[src/hdl/morse_letter_blink_encoder_core_assert.svh]
// Assertion macros for the Morse blink encoder.
// Included by the top level; depends on nothing else.
`ifndef MORSE_LETTER_BLINK_ENCODER_CORE_ASSERT_SVH
`define MORSE_LETTER_BLINK_ENCODER_CORE_ASSERT_SVH

// same-cycle implication, disabled during reset
`define MLBE_ASSERT_NOW(label, clk, rst_n, ante, cons) \
  label: assert property (@(posedge clk) disable iff (!rst_n) (ante) |-> (cons)) \
    else $error("%m: assertion failed");

// next-cycle implication, disabled during reset
`define MLBE_ASSERT_NEXT(label, clk, rst_n, ante, cons) \
  label: assert property (@(posedge clk) disable iff (!rst_n) (ante) |=> (cons)) \
    else $error("%m: assertion failed");

`endif

[src/hdl/mlbe_pkg.sv]
// Shared types, register indexes and the letter table of the Morse blink encoder.
// No dependencies.
package mlbe_pkg;

  typedef enum logic [1:0] {
    ST_IDLE,
    ST_MARK,
    ST_SPACE,
    ST_GAP
  } state_t;

  localparam logic [1:0] REG_DOT  = 2'd0;
  localparam logic [1:0] REG_DASH = 2'd1;
  localparam logic [1:0] REG_EGAP = 2'd2;
  localparam logic [1:0] REG_LGAP = 2'd3;

  localparam logic [7:0] CHAR_A = 8'd65;
  localparam logic [7:0] CHAR_Z = 8'd90;

  typedef struct packed {
    logic [3:0] dot;
    logic [3:0] dash;
    logic [3:0] egap;
    logic [3:0] lgap;
  } cfg_t;

  typedef struct packed {
    logic       level;
    logic [3:0] dur;
    logic       last;
  } seg_t;

  // element count and pattern, first element in bit 3, 1 = dash
  typedef struct packed {
    logic [2:0] cnt;
    logic [3:0] pat;
  } code_t;

  // count in bits 6..4, pattern in 3..0 with first element at bit (count-1)
  localparam logic [6:0] LETTER_CODE [0:25] = '{
    7'h21, 7'h48, 7'h4A, 7'h34, 7'h10, 7'h42, 7'h36, 7'h40, 7'h20,
    7'h47, 7'h35, 7'h44, 7'h23, 7'h22, 7'h37, 7'h46, 7'h4D, 7'h32,
    7'h30, 7'h11, 7'h31, 7'h41, 7'h33, 7'h49, 7'h4B, 7'h4C
  };

  function automatic code_t letter_lookup(input logic [7:0] ch);
    code_t      c;
    logic [6:0] raw;
    logic [7:0] off;
    off   = ch - CHAR_A;
    raw   = LETTER_CODE[off[4:0]];
    c.cnt = raw[6:4];
    case (raw[6:4])
      3'd1:    c.pat = {raw[0], 3'b000};
      3'd2:    c.pat = {raw[1:0], 2'b00};
      3'd3:    c.pat = {raw[2:0], 1'b0};
      3'd4:    c.pat = raw[3:0];
      default: c.pat = 4'd0;
    endcase
    if (ch < CHAR_A || ch > CHAR_Z) begin
      c.cnt = 3'd0;
      c.pat = 4'd0;
    end
    return c;
  endfunction

endpackage

[src/hdl/mlbe_seq.sv]
// Segment sequencer: walks one letter's elements and emits one segment per step
// into an output register. Depends on mlbe_pkg.
module mlbe_seq (
  input  logic            clk,
  input  logic            rst_n,
  input  logic            start,
  input  mlbe_pkg::code_t code,
  input  mlbe_pkg::cfg_t  cfg,
  input  logic            seg_ready,
  output logic            busy,
  output logic            seg_valid,
  output mlbe_pkg::seg_t  seg
);

  mlbe_pkg::state_t state_r, state_nxt;
  logic [2:0]       cnt_r, cnt_nxt;
  logic [3:0]       pat_r, pat_nxt;
  logic             valid_r, valid_nxt;
  mlbe_pkg::seg_t   seg_r, seg_nxt;
  logic             slot_free;

  assign slot_free = !valid_r || seg_ready;

  always_ff @(posedge clk) begin
    if (!rst_n) begin
      state_r <= mlbe_pkg::ST_IDLE;
      valid_r <= 1'b0;
    end else begin
      state_r <= state_nxt;
      valid_r <= valid_nxt;
    end
  end

  always_ff @(posedge clk) begin
    cnt_r <= cnt_nxt;
    pat_r <= pat_nxt;
    seg_r <= seg_nxt;
  end

  always_comb begin
    state_nxt = state_r;
    cnt_nxt   = cnt_r;
    pat_nxt   = pat_r;
    valid_nxt = valid_r && !seg_ready;
    seg_nxt   = seg_r;
    case (state_r)
      mlbe_pkg::ST_IDLE: begin
        if (start) begin
          cnt_nxt   = code.cnt;
          pat_nxt   = code.pat;
          state_nxt = (code.cnt != 3'd0) ? mlbe_pkg::ST_MARK : mlbe_pkg::ST_GAP;
        end
      end
      mlbe_pkg::ST_MARK: begin
        if (slot_free) begin
          valid_nxt     = 1'b1;
          seg_nxt.level = 1'b0;
          seg_nxt.dur   = pat_r[3] ? cfg.dash : cfg.dot;
          seg_nxt.last  = 1'b0;
          pat_nxt       = {pat_r[2:0], 1'b0};
          state_nxt     = mlbe_pkg::ST_SPACE;
        end
      end
      mlbe_pkg::ST_SPACE: begin
        if (slot_free) begin
          valid_nxt     = 1'b1;
          seg_nxt.level = 1'b1;
          seg_nxt.dur   = cfg.egap;
          seg_nxt.last  = 1'b0;
          cnt_nxt       = cnt_r - 3'd1;
          state_nxt     = (cnt_r == 3'd1) ? mlbe_pkg::ST_GAP : mlbe_pkg::ST_MARK;
        end
      end
      mlbe_pkg::ST_GAP: begin
        if (slot_free) begin
          valid_nxt     = 1'b1;
          seg_nxt.level = 1'b1;
          seg_nxt.dur   = cfg.lgap;
          seg_nxt.last  = 1'b1;
          state_nxt     = mlbe_pkg::ST_IDLE;
        end
      end
      default: begin
        state_nxt = mlbe_pkg::ST_IDLE;
      end
    endcase
  end

  assign busy      = (state_r != mlbe_pkg::ST_IDLE);
  assign seg_valid = valid_r;
  assign seg       = seg_r;

endmodule

[src/hdl/morse_letter_blink_encoder_core.sv]
// Morse blink encoder top level: stream ports, APB register file, sequencer.
// Depends on mlbe_pkg, mlbe_seq and morse_letter_blink_encoder_core_assert.svh.
//
// Usage: one ASCII code per input beat on in_tdata. For 'A'..'Z' the block
// returns, per dot or dash, a mark beat (out_tuser 0, dot or dash length) and
// a space beat (out_tuser 1, element gap), then a letter-gap beat with
// out_tlast set. Any other code returns only the letter-gap beat.
// out_tdata carries the duration in time units.
// The single segment sequencer walks a mark and a space state per element,
// then the letter-gap state, emitting one beat per cycle while the output is
// not stalled; the first beat is registered after the sequencer leaves idle.
// in_tready is low while a character is being walked; the next character is
// taken while its predecessor's last beat still waits at the output.
// A stalled receiver holds the output register and pauses the sequencer.
// Reset (synchronous, rst_n low) empties the output and loads the register
// defaults: dot 1, dash 2, element gap 1, letter gap 4.
// Registers at byte addresses 0, 4, 8, 12; write only while idle.
`include "morse_letter_blink_encoder_core_assert.svh"

module morse_letter_blink_encoder_core (
  input  logic        clk,
  input  logic        rst_n,
  input  logic        in_tvalid,
  output logic        in_tready,
  input  logic [7:0]  in_tdata,   // [7:0] char_code
  output logic        out_tvalid,
  input  logic        out_tready,
  output logic [7:0]  out_tdata,  // [3:0] duration_units, [7:4] zero
  output logic        out_tuser,  // [0] pin_level
  output logic        out_tlast,
  input  logic        psel,
  input  logic        penable,
  input  logic        pwrite,
  input  logic [3:0]  paddr,
  input  logic [31:0] pwdata,
  output logic [31:0] prdata,
  output logic        pready
);

  mlbe_pkg::cfg_t  cfg_r, cfg_nxt;
  mlbe_pkg::seg_t  seg;
  logic            busy;
  logic            seg_valid;
  logic            start;
  logic            wr_en;
  logic [3:0]      rd_val;

  assign pready = 1'b1;
  assign wr_en  = psel && penable && pwrite && pready;

  always_ff @(posedge clk) begin
    if (!rst_n) begin
      cfg_r <= '{dot: 4'd1, dash: 4'd2, egap: 4'd1, lgap: 4'd4};
    end else begin
      cfg_r <= cfg_nxt;
    end
  end

  always_comb begin
    cfg_nxt = cfg_r;
    if (wr_en) begin
      case (paddr[3:2])
        mlbe_pkg::REG_DOT:  cfg_nxt.dot  = pwdata[3:0];
        mlbe_pkg::REG_DASH: cfg_nxt.dash = pwdata[3:0];
        mlbe_pkg::REG_EGAP: cfg_nxt.egap = pwdata[3:0];
        mlbe_pkg::REG_LGAP: cfg_nxt.lgap = pwdata[3:0];
        default: ;
      endcase
    end
  end

  always_comb begin
    case (paddr[3:2])
      mlbe_pkg::REG_DOT:  rd_val = cfg_r.dot;
      mlbe_pkg::REG_DASH: rd_val = cfg_r.dash;
      mlbe_pkg::REG_EGAP: rd_val = cfg_r.egap;
      mlbe_pkg::REG_LGAP: rd_val = cfg_r.lgap;
      default:            rd_val = 4'd0;
    endcase
  end

  assign prdata = {28'd0, rd_val};

  assign in_tready = !busy;
  assign start     = in_tvalid && in_tready;

  mlbe_seq u_seq (
    .clk       (clk),
    .rst_n     (rst_n),
    .start     (start),
    .code      (mlbe_pkg::letter_lookup(in_tdata)),
    .cfg       (cfg_r),
    .seg_ready (out_tready),
    .busy      (busy),
    .seg_valid (seg_valid),
    .seg       (seg)
  );

  assign out_tvalid = seg_valid;
  assign out_tdata  = {4'd0, seg.dur};
  assign out_tuser  = seg.level;
  assign out_tlast  = seg.last;

  `MLBE_ASSERT_NEXT(a_one_char_at_a_time, clk, rst_n, in_tvalid && in_tready, !in_tready)
  `MLBE_ASSERT_NOW(a_mark_not_last, clk, rst_n, out_tvalid && !out_tuser, !out_tlast)
  `MLBE_ASSERT_NOW(a_busy_until_gap, clk, rst_n, out_tvalid && !out_tlast, !in_tready)

endmodule

[config.mk]
export PLATFORM = sky130hd
export DESIGN_NAME = morse_letter_blink_encoder_core
export DESIGN_NICKNAME = d
export VERILOG_FILES = /design/src/hdl/mlbe_pkg.sv /design/src/hdl/mlbe_seq.sv /design/src/hdl/morse_letter_blink_encoder_core.sv
export VERILOG_INCLUDE_DIRS = /design/src /design/src/hdl
export SDC_FILE = /design/constraint.sdc
export NUM_CORES = 1
export LEC_CHECK = 0
export ABC_AREA = 1
export BUFFER_PORTS_ARGS = -buffer_cell sky130_fd_sc_hd__buf_2
export CAP_MARGIN = 0
export CELL_PAD_IN_SITES_DETAIL_PLACEMENT = 0
export CELL_PAD_IN_SITES_GLOBAL_PLACEMENT = 1
export CORE_MARGIN = 2
export CORE_UTILIZATION = 35
export CTS_CLUSTER_SIZE = 16
export DETAILED_ROUTE_END_ITERATION = 10
export GPL_TIMING_DRIVEN = 0
export PLACE_DENSITY_LB_ADDON = 0.1
export SYNTH_ARGS = -nofsm -noshare
export SYNTH_HDL_FRONTEND = slang
export SYNTH_SLANG_ARGS = --single-unit
[constraint.sdc]
create_clock -name clk -period 2.6 [get_ports clk]
set_input_delay 0.13 -clock clk [delete_from_list [all_inputs] [get_ports clk]]
set_output_delay 0.13 -clock clk [all_outputs]
set_load 0.05 [all_outputs]
==> results of run 1 <==
[stage by stage]
step	hold slack [ns]	area, um2
final	0.101	3190
after detailed placement	0.400	3100
after global placement	0.405	3100
after CTS	0.0940	3190
after floorplan	0.243	2820
after global routing	0.128	3190
[cell type report]
type | count | area, um2
Multi-Input combinational cell | 314 | 1580
Fill cell | 862 | 4410
Timing Repair Buffer | 31 | 155
Sequential cell | 32 | 771
Clock buffer | 6 | 82.6
Tap cell | 102 | 128
Clock inverter | 2 | 10.0
Buffer | 40 | 297
Inverter | 47 | 176
[power by group through the flow]
stage	logic, uW	registers, uW	clock network, uW
final	866	685	394
after detailed placement	867	696	0
after floorplan	553	831	0
after global routing	955	695	423
after CTS	870	686	404
after global placement	867	695	0
[worst max-delay path: cells and delay by family]
kind	cells	cell delay, ns
adder cells (fa/ha/maj)	1	0.33
buffers and inverters	5	0.62
AND/OR/NAND/NOR	11	0.97
[synth_stat cells]
library cell and number:
nand2_4 6, inv_2 7, ha_1 9, o21bai_4 1, o2111ai_1 2, a21boi_0 1, nor2_4 3, a21oi_4 1
nor3_1 1, o211ai_1 4, a221oi_1 1, buf_4 33, a21oi_2 2, buf_6 3, nor2_2 1, nand4_1 3
xor2_1 1, conb_1 2, a21oi_1 9, dfxtp_1 19, o21a_1 1, a31oi_1 2, nand3_2 6, clkbuf_1 4
nand3_1 32, o21ai_0 28, nand2_2 10, edfxtp_1 13, inv_1 40, nor2_1 48, o221ai_1 1, nand2_1 108
[layer usage]
| metal | GRT usage, % | wire [um] | vias up |
|---|---|---|---|
| li1 | - | - | 1366 |
| met4 | 4.73 | 40 | 0 |
| met5 | 0 | 0 | - |
| met2 | 27.3 | 2950 | 51 |
| met3 | 2.55 | 260 | 4 |
| met1 | 21.2 | 3190 | 1048 |
[how the worst min path moves through the flow]
stage,from,endpoint,slack (ns),depth (start not counted)
floorplan,pwdata[1],cfg_r[9],0.24,2
global placement,pwdata[1],cfg_r[9],0.40,3
detailed placement,pwdata[1],cfg_r[9],0.40,3
CTS,pwdata[1],cfg_r[9],0.09,3
global route,pwdata[0],cfg_r[4],0.13,3
finish,pwdata[1],cfg_r[9],0.10,3
[logic make-up (layout without fill, tap and decap cells)]
logic type | count (synthesis) | in the layout | share of synthesized area, %
flops | 32 | 32 | 28.5
compound gates | 53 | 53 | 12.2
xor+xnor | 1 | 1 | 0.324
fa+ha+maj | 9 | 9 | 4.17
buf+inv | 87 | 126 | 17.5
other cells | 2 | 33 | 0.278
simple gates | 218 | 218 | 37.0
[flip-flops by register name, summed over array words and instances (netlist names)]
name and count:
cfg_r 16, u_seq.seg 6, u_seq.pat_r 4, u_seq.cnt_r 3, u_seq.state_r 2, u_seq.seg_valid 1
[layout by cell type (no fill, tap or decap), drive strengths merged]
master / n
nor3: 1
dfxtp: 19
nor2: 52
o21bai: 1
nand2: 124
o211ai: 4
a221oi: 1
a21boi: 1
inv: 47
a31oi: 2
clkinv: 2
o21ai: 28
clkbuf: 10
a21oi: 12
xor2: 1
buf: 67
o221ai: 1
conb: 33
o2111ai: 2
o21a: 1
nand4: 3
nand3: 38
ha: 9
edfxtp: 13
==> flow_summary_export.csv, run 1 <==
group,metric,value,unit
run_status,status,"finished clean",
timing,finalCritPeriodShare,78.4,%
timing,clock_skew,0.00649,ns
logic_synthesis,syn_area_per_cell,6.72,um2
final_layout,syn_to_final_growth,18.2,%
power,p_int,1090,uW
detailed_routing,vias_per_cell,4.30,
logic_synthesis,synth_top_cell_by_area,"nand2_1",
detailed_routing,drt-pass1-iter-count,5,
worst_setup_path,worst-setup-path-type,"in -> reg",
final_layout,final_nets,531,
power,swShare,44.0,%
cts,clk_pin_slew,0.07,ns
timing,post-route-min-period,2.04,ns
grt,grt_first_pass_wirelength,11000,um
power,p_clk_share,20.2,%
place,hpwl,5310,um
place,numPortBuffers,31,
timing,rsz0062_at_grt,"no",
logic_synthesis,synthDistinctLibCells,32,
final_layout,final_util,42.0,%
floorplan,initial_core_util,35.5,%
final_layout,n_antenna_cell,0,
cts,htree_levels,2,
cts,post_cts.resized_instances,0,
worst_setup_path,slowest_delay,0.33,ns
logic_synthesis,synth_top_area_share,15.0,%
grt,grt_max_degree,12,
cts,clock_latency,0.29,ns
detailed_routing,drt_iter0_drc,110,
final_layout,fin_cells,574,
power,p_leak,0.00168,uW
floorplan,io_pins,96,
hold_path,hold_class,"in -> reg",
detailed_routing,drc,0,
logic_synthesis,netlist_top_cells_area,"nand2_1 15%, edfxtp_1 14%, dfxtp_1 14%",
logic_synthesis,synthesis.instances,402,
worst_setup_path,worstPathCellList,"buf_2 -> inv_2 -> ha_1 -> inv_2 -> nor2_1 -> nand3_2 -> nand2_4 -> buf_6 -> nand3_1 -> nand3_2 -> nor2_2 -> nand2_1 -> nand2_1 -> inv_1 -> nand2_1 -> nand2_1 -> nand2_1",
worst_setup_path,r2r_slack,0.60,ns
detailed_routing,post_drt_wl_per_cell,11.2,um
worst_setup_path,cp-startpoint,"in_tdata[0]",
cts,root_buffer,"clkbuf_8",
worst_setup_path,reg2reg_to,"u_seq.cnt_r[1]",
floorplan,die_x,91.9,um
power,p_comb_share,44.5,%
floorplan,fp.coreArea,7610,um2
power,ir_worst_vdd,0.000196,V
grt,overflow,0,
cts,numCtsBuffers,5,
power,totalPowerFinal,1940,uW
floorplan,die_h,91.9,um
place,pre_cts_slack,0.258,ns
cts,hold_buffers,0,
worst_setup_path,crit_path_start_kind,"primary input",
run,drv_cap,0,
place,dp_cells,566,
detailed_routing,num_vias,2469,
detailed_routing,drtAntennaViolNets,0,
power,powerDensity,609,nW/um2
logic_synthesis,seq_area_frac_synth,28.5,%
timing,tightest_slew,0.660,ns
worst_setup_path,critPathArrivalTime,2.08,ns
detailed_routing,wl,6440,um
worst_setup_path,cp_data_required_time,2.64,ns
grt,grt_usage,16.1,%
worst_setup_path,end_kind,"register",
timing,hold_viol_final,0,
worst_setup_path,endpoint,"u_seq.pat_r[3]",
logic_synthesis,synth_seq_cells,32,
timing,worst_slack,0.562,ns
floorplan,die-area,8440,um2
worst_setup_path,crit_top_cell,"nand2_1",
place,gp_congestion,0.792,
timing,slew_headroom,55.8,%
logic_synthesis,yosysWarnings,0,
cts,cts_sinks,32,
cts,clock_path_buffers,2,
power,p_sw,855,uW
cts,cts_setup_buffers,0,
cts,cts_tree,"yes",
worst_setup_path,r2r-start,"u_seq.state_r[1]",
grt,grt_pass1_vias,2318,
final_layout,layout-drive-gt1-share,23.7,%
timing,finalSetupTns,0,ns
power,pwr-share-seq,35.2,%
worst_setup_path,path_max_fanout,11,
logic_synthesis,syn_area,2700,um2
timing,max_freq,491,MHz
worst_setup_path,ff2ff_path_depth,6,
timing,finalSetupViolCount,0,
worst_setup_path,crit_slowest_cell,"ha_1",
timing,final_max_slew_viol_count,0,
floorplan,rows,32,
grt,antenna_found_initial,0,
No activity file was read; power rests on OpenSTA's default activity.
==> run 2, diff against run 1 <==
Clock period 2.6 ns to 1.91 ns, I/O delays scaled along.
==> flow_summary_export.csv, run 2 (same netlist as run 1, synthesis figures left out) <==
group,metric,value,unit
worst_setup_path,r2r-start,"u_seq.state_r[1]",
final_layout,final_common_cell,"nand2_1",
grt,overflow,0,
place,hpwl,5390,um
worst_setup_path,cp-startpoint,"u_seq.state_r[1]",
grt,grt_max_degree,12,
grt,use_met1,22.5,%
power,ir_worst_vdd,0.000386,V
cts,root_buffer,"clkbuf_8",
run_status,status,"finished clean",
worst_setup_path,critPathArrivalTime,1.87,ns
floorplan,rows,32,
final_layout,multi_input_area,1600,um2
final_layout,design_area,3250,um2
final_layout,n_antenna_cell,0,
power,powerDensity,860,nW/um2
hold_path,hold_start,"pwdata[1]",
worst_setup_path,crit_path_start_kind,"register",
cts,cts_sinks,32,
final_layout,regMostFlops,"cfg_r",
grt,busiest_layer,"met2",
cts,clock_path_buffers,2,
worst_setup_path,path_max_fanout,10,
detailed_routing,drt-pass1-iter-count,4,
floorplan,die-area,8440,um2
detailed_routing,drc,0,
detailed_routing,drtAntennaViolNets,0,
floorplan,fp.coreArea,7610,um2
grt,grt_usage,16.3,%
final_layout,largest_reg_flops,16,
cts,cts_setup_buffers,0,
timing,post-route-min-period,1.69,ns
timing,finalCritPeriodShare,88.7,%
detailed_routing,num_vias,2494,
final_layout,layout-drive-gt1-share,24.8,%
timing,finalSetupViolCount,0,
timing,rsz0062_at_grt,"no",
place,gp_congestion,0.807,
final_layout,syn_to_final_growth,20.2,%
cts,hold_buffers,0,
grt,gr-usage-met3,2.30,%
final_layout,n_fill_cell,820,
detailed_routing,drt_iter0_drc,67,
timing,final_max_slew_viol_count,0,
place,numPortBuffers,31,
timing,max_freq,590,MHz
grt,use_met2,26.7,%
power,p_leak,0.00170,uW
grt,antenna_found_initial,0,
timing,finalSetupTns,0,ns
floorplan,io_pins,96,
timing,tightest_slew,0.570,ns
detailed_routing,post_drt_wl_per_cell,11.4,um
final_layout,register_area,771,um2
floorplan,die_x,91.9,um
floorplan,die_h,91.9,um
final_layout,final_cell_mix,"108 x nand2_1, 45 x nor2_1, 39 x inv_1",
cts,cts_tree,"yes",
worst_setup_path,cp_data_required_time,2.09,ns
cts,numCtsBuffers,5,
run,drv_cap,0,
place,place_area,3100,um2
timing,hold_viol_final,0,
worst_setup_path,end_kind,"register",
cts,clk_pin_slew,0.07,ns
worst_setup_path,worst-setup-path-type,"reg -> reg",
final_layout,final_nets,530,
timing,clock_skew,0.00561,ns
final_layout,final_util,42.7,%
detailed_routing,wl,6560,um
detailed_routing,vias_per_cell,4.35,
grt,grt_pass1_vias,2331,
hold_path,hold_class,"in -> reg",
timing,slew_headroom,61.7,%
cts,htree_levels,2,
cts,clock_latency,0.28,ns
grt,grt_first_pass_wirelength,11200,um
floorplan,initial_core_util,35.5,%
run 2: changes by cell type in the layout (fill, tap and decap cells not counted):
cell,delta
nor2_1,-3
nor2_2,+3
clkinv_2,-2
clkbuf_1,-1
clkbuf_16,+1
clkbuf_8,+1
ha_1,-1
ha_4,+1
inv_1,-1
inv_6,+1
nand2_2,-1
nand2_4,+1
run 2: where the power goes:
group          leakage (uW)  internal (uW)  switching [uW]
Combinational       0.00135            316             859
Clock             0.0000627            408             261
Sequential         0.000286            885            66.7
Total               0.00170           1610            1190
run 2: path summary, 6_finish.rpt:
| check | slack (ns) | endpoint | cells after the start |
|---|---|---|---|
| setup reg to reg | 0.22 | u_seq.state_r[0] | 6 |
| setup / recovery | 0.22 | u_seq.state_r[0] | 6 |
| hold / removal | 0.08 | cfg_r[9] | 3 |
| hold reg to reg | 0.49 | cfg_r[2] | 2 |
run 2: final cells by class:
type                            count  share of cell area, %
Buffer                             39                   9.01
Clock buffer                        8                   3.74
Inverter                           47                   5.58
Multi-Input combinational cell    314                   49.2
Sequential cell                    32                   23.7
Tap cell                          102                   3.93
Timing Repair Buffer               31                   4.77
run 2: worst max-delay path: stages, from the launching register on:
cell and delay (ns):
dfxtp_1 0.56, inv_1 0.14, nor2_2 0.36, nand2_1 0.10
nand3_1 0.12, nor2_1 0.10, o21a_1 0.19
run 2: per-stage QoR:
stage,hold slack (ns),total power [uW],setup WS [ns],cells
after floorplan,0.209,1890,0.0966,433
after global placement,0.369,2130,-0.407,566
after detailed placement,0.374,2140,-0.385,566
after CTS,0.0748,2810,0.0441,574
after global routing,0.0928,2960,0.0244,573
final,0.0782,2790,0.215,573
run 2: what timing repair did:
| item | CTS | global route |
|---|---|---|
| hold endpoints to repair | 0 | 0 |
| setup endpoints to repair | 10 | 14 |
| gates resized for setup | 3 | 5 |
run 2: per-layer routing:
layer  up-vias  part of all wire (%)
li1       1358                     -
met5         -                     0
met1      1074                    49
met4         0                   1.5
met3         8                   4.5
met2        54                    45
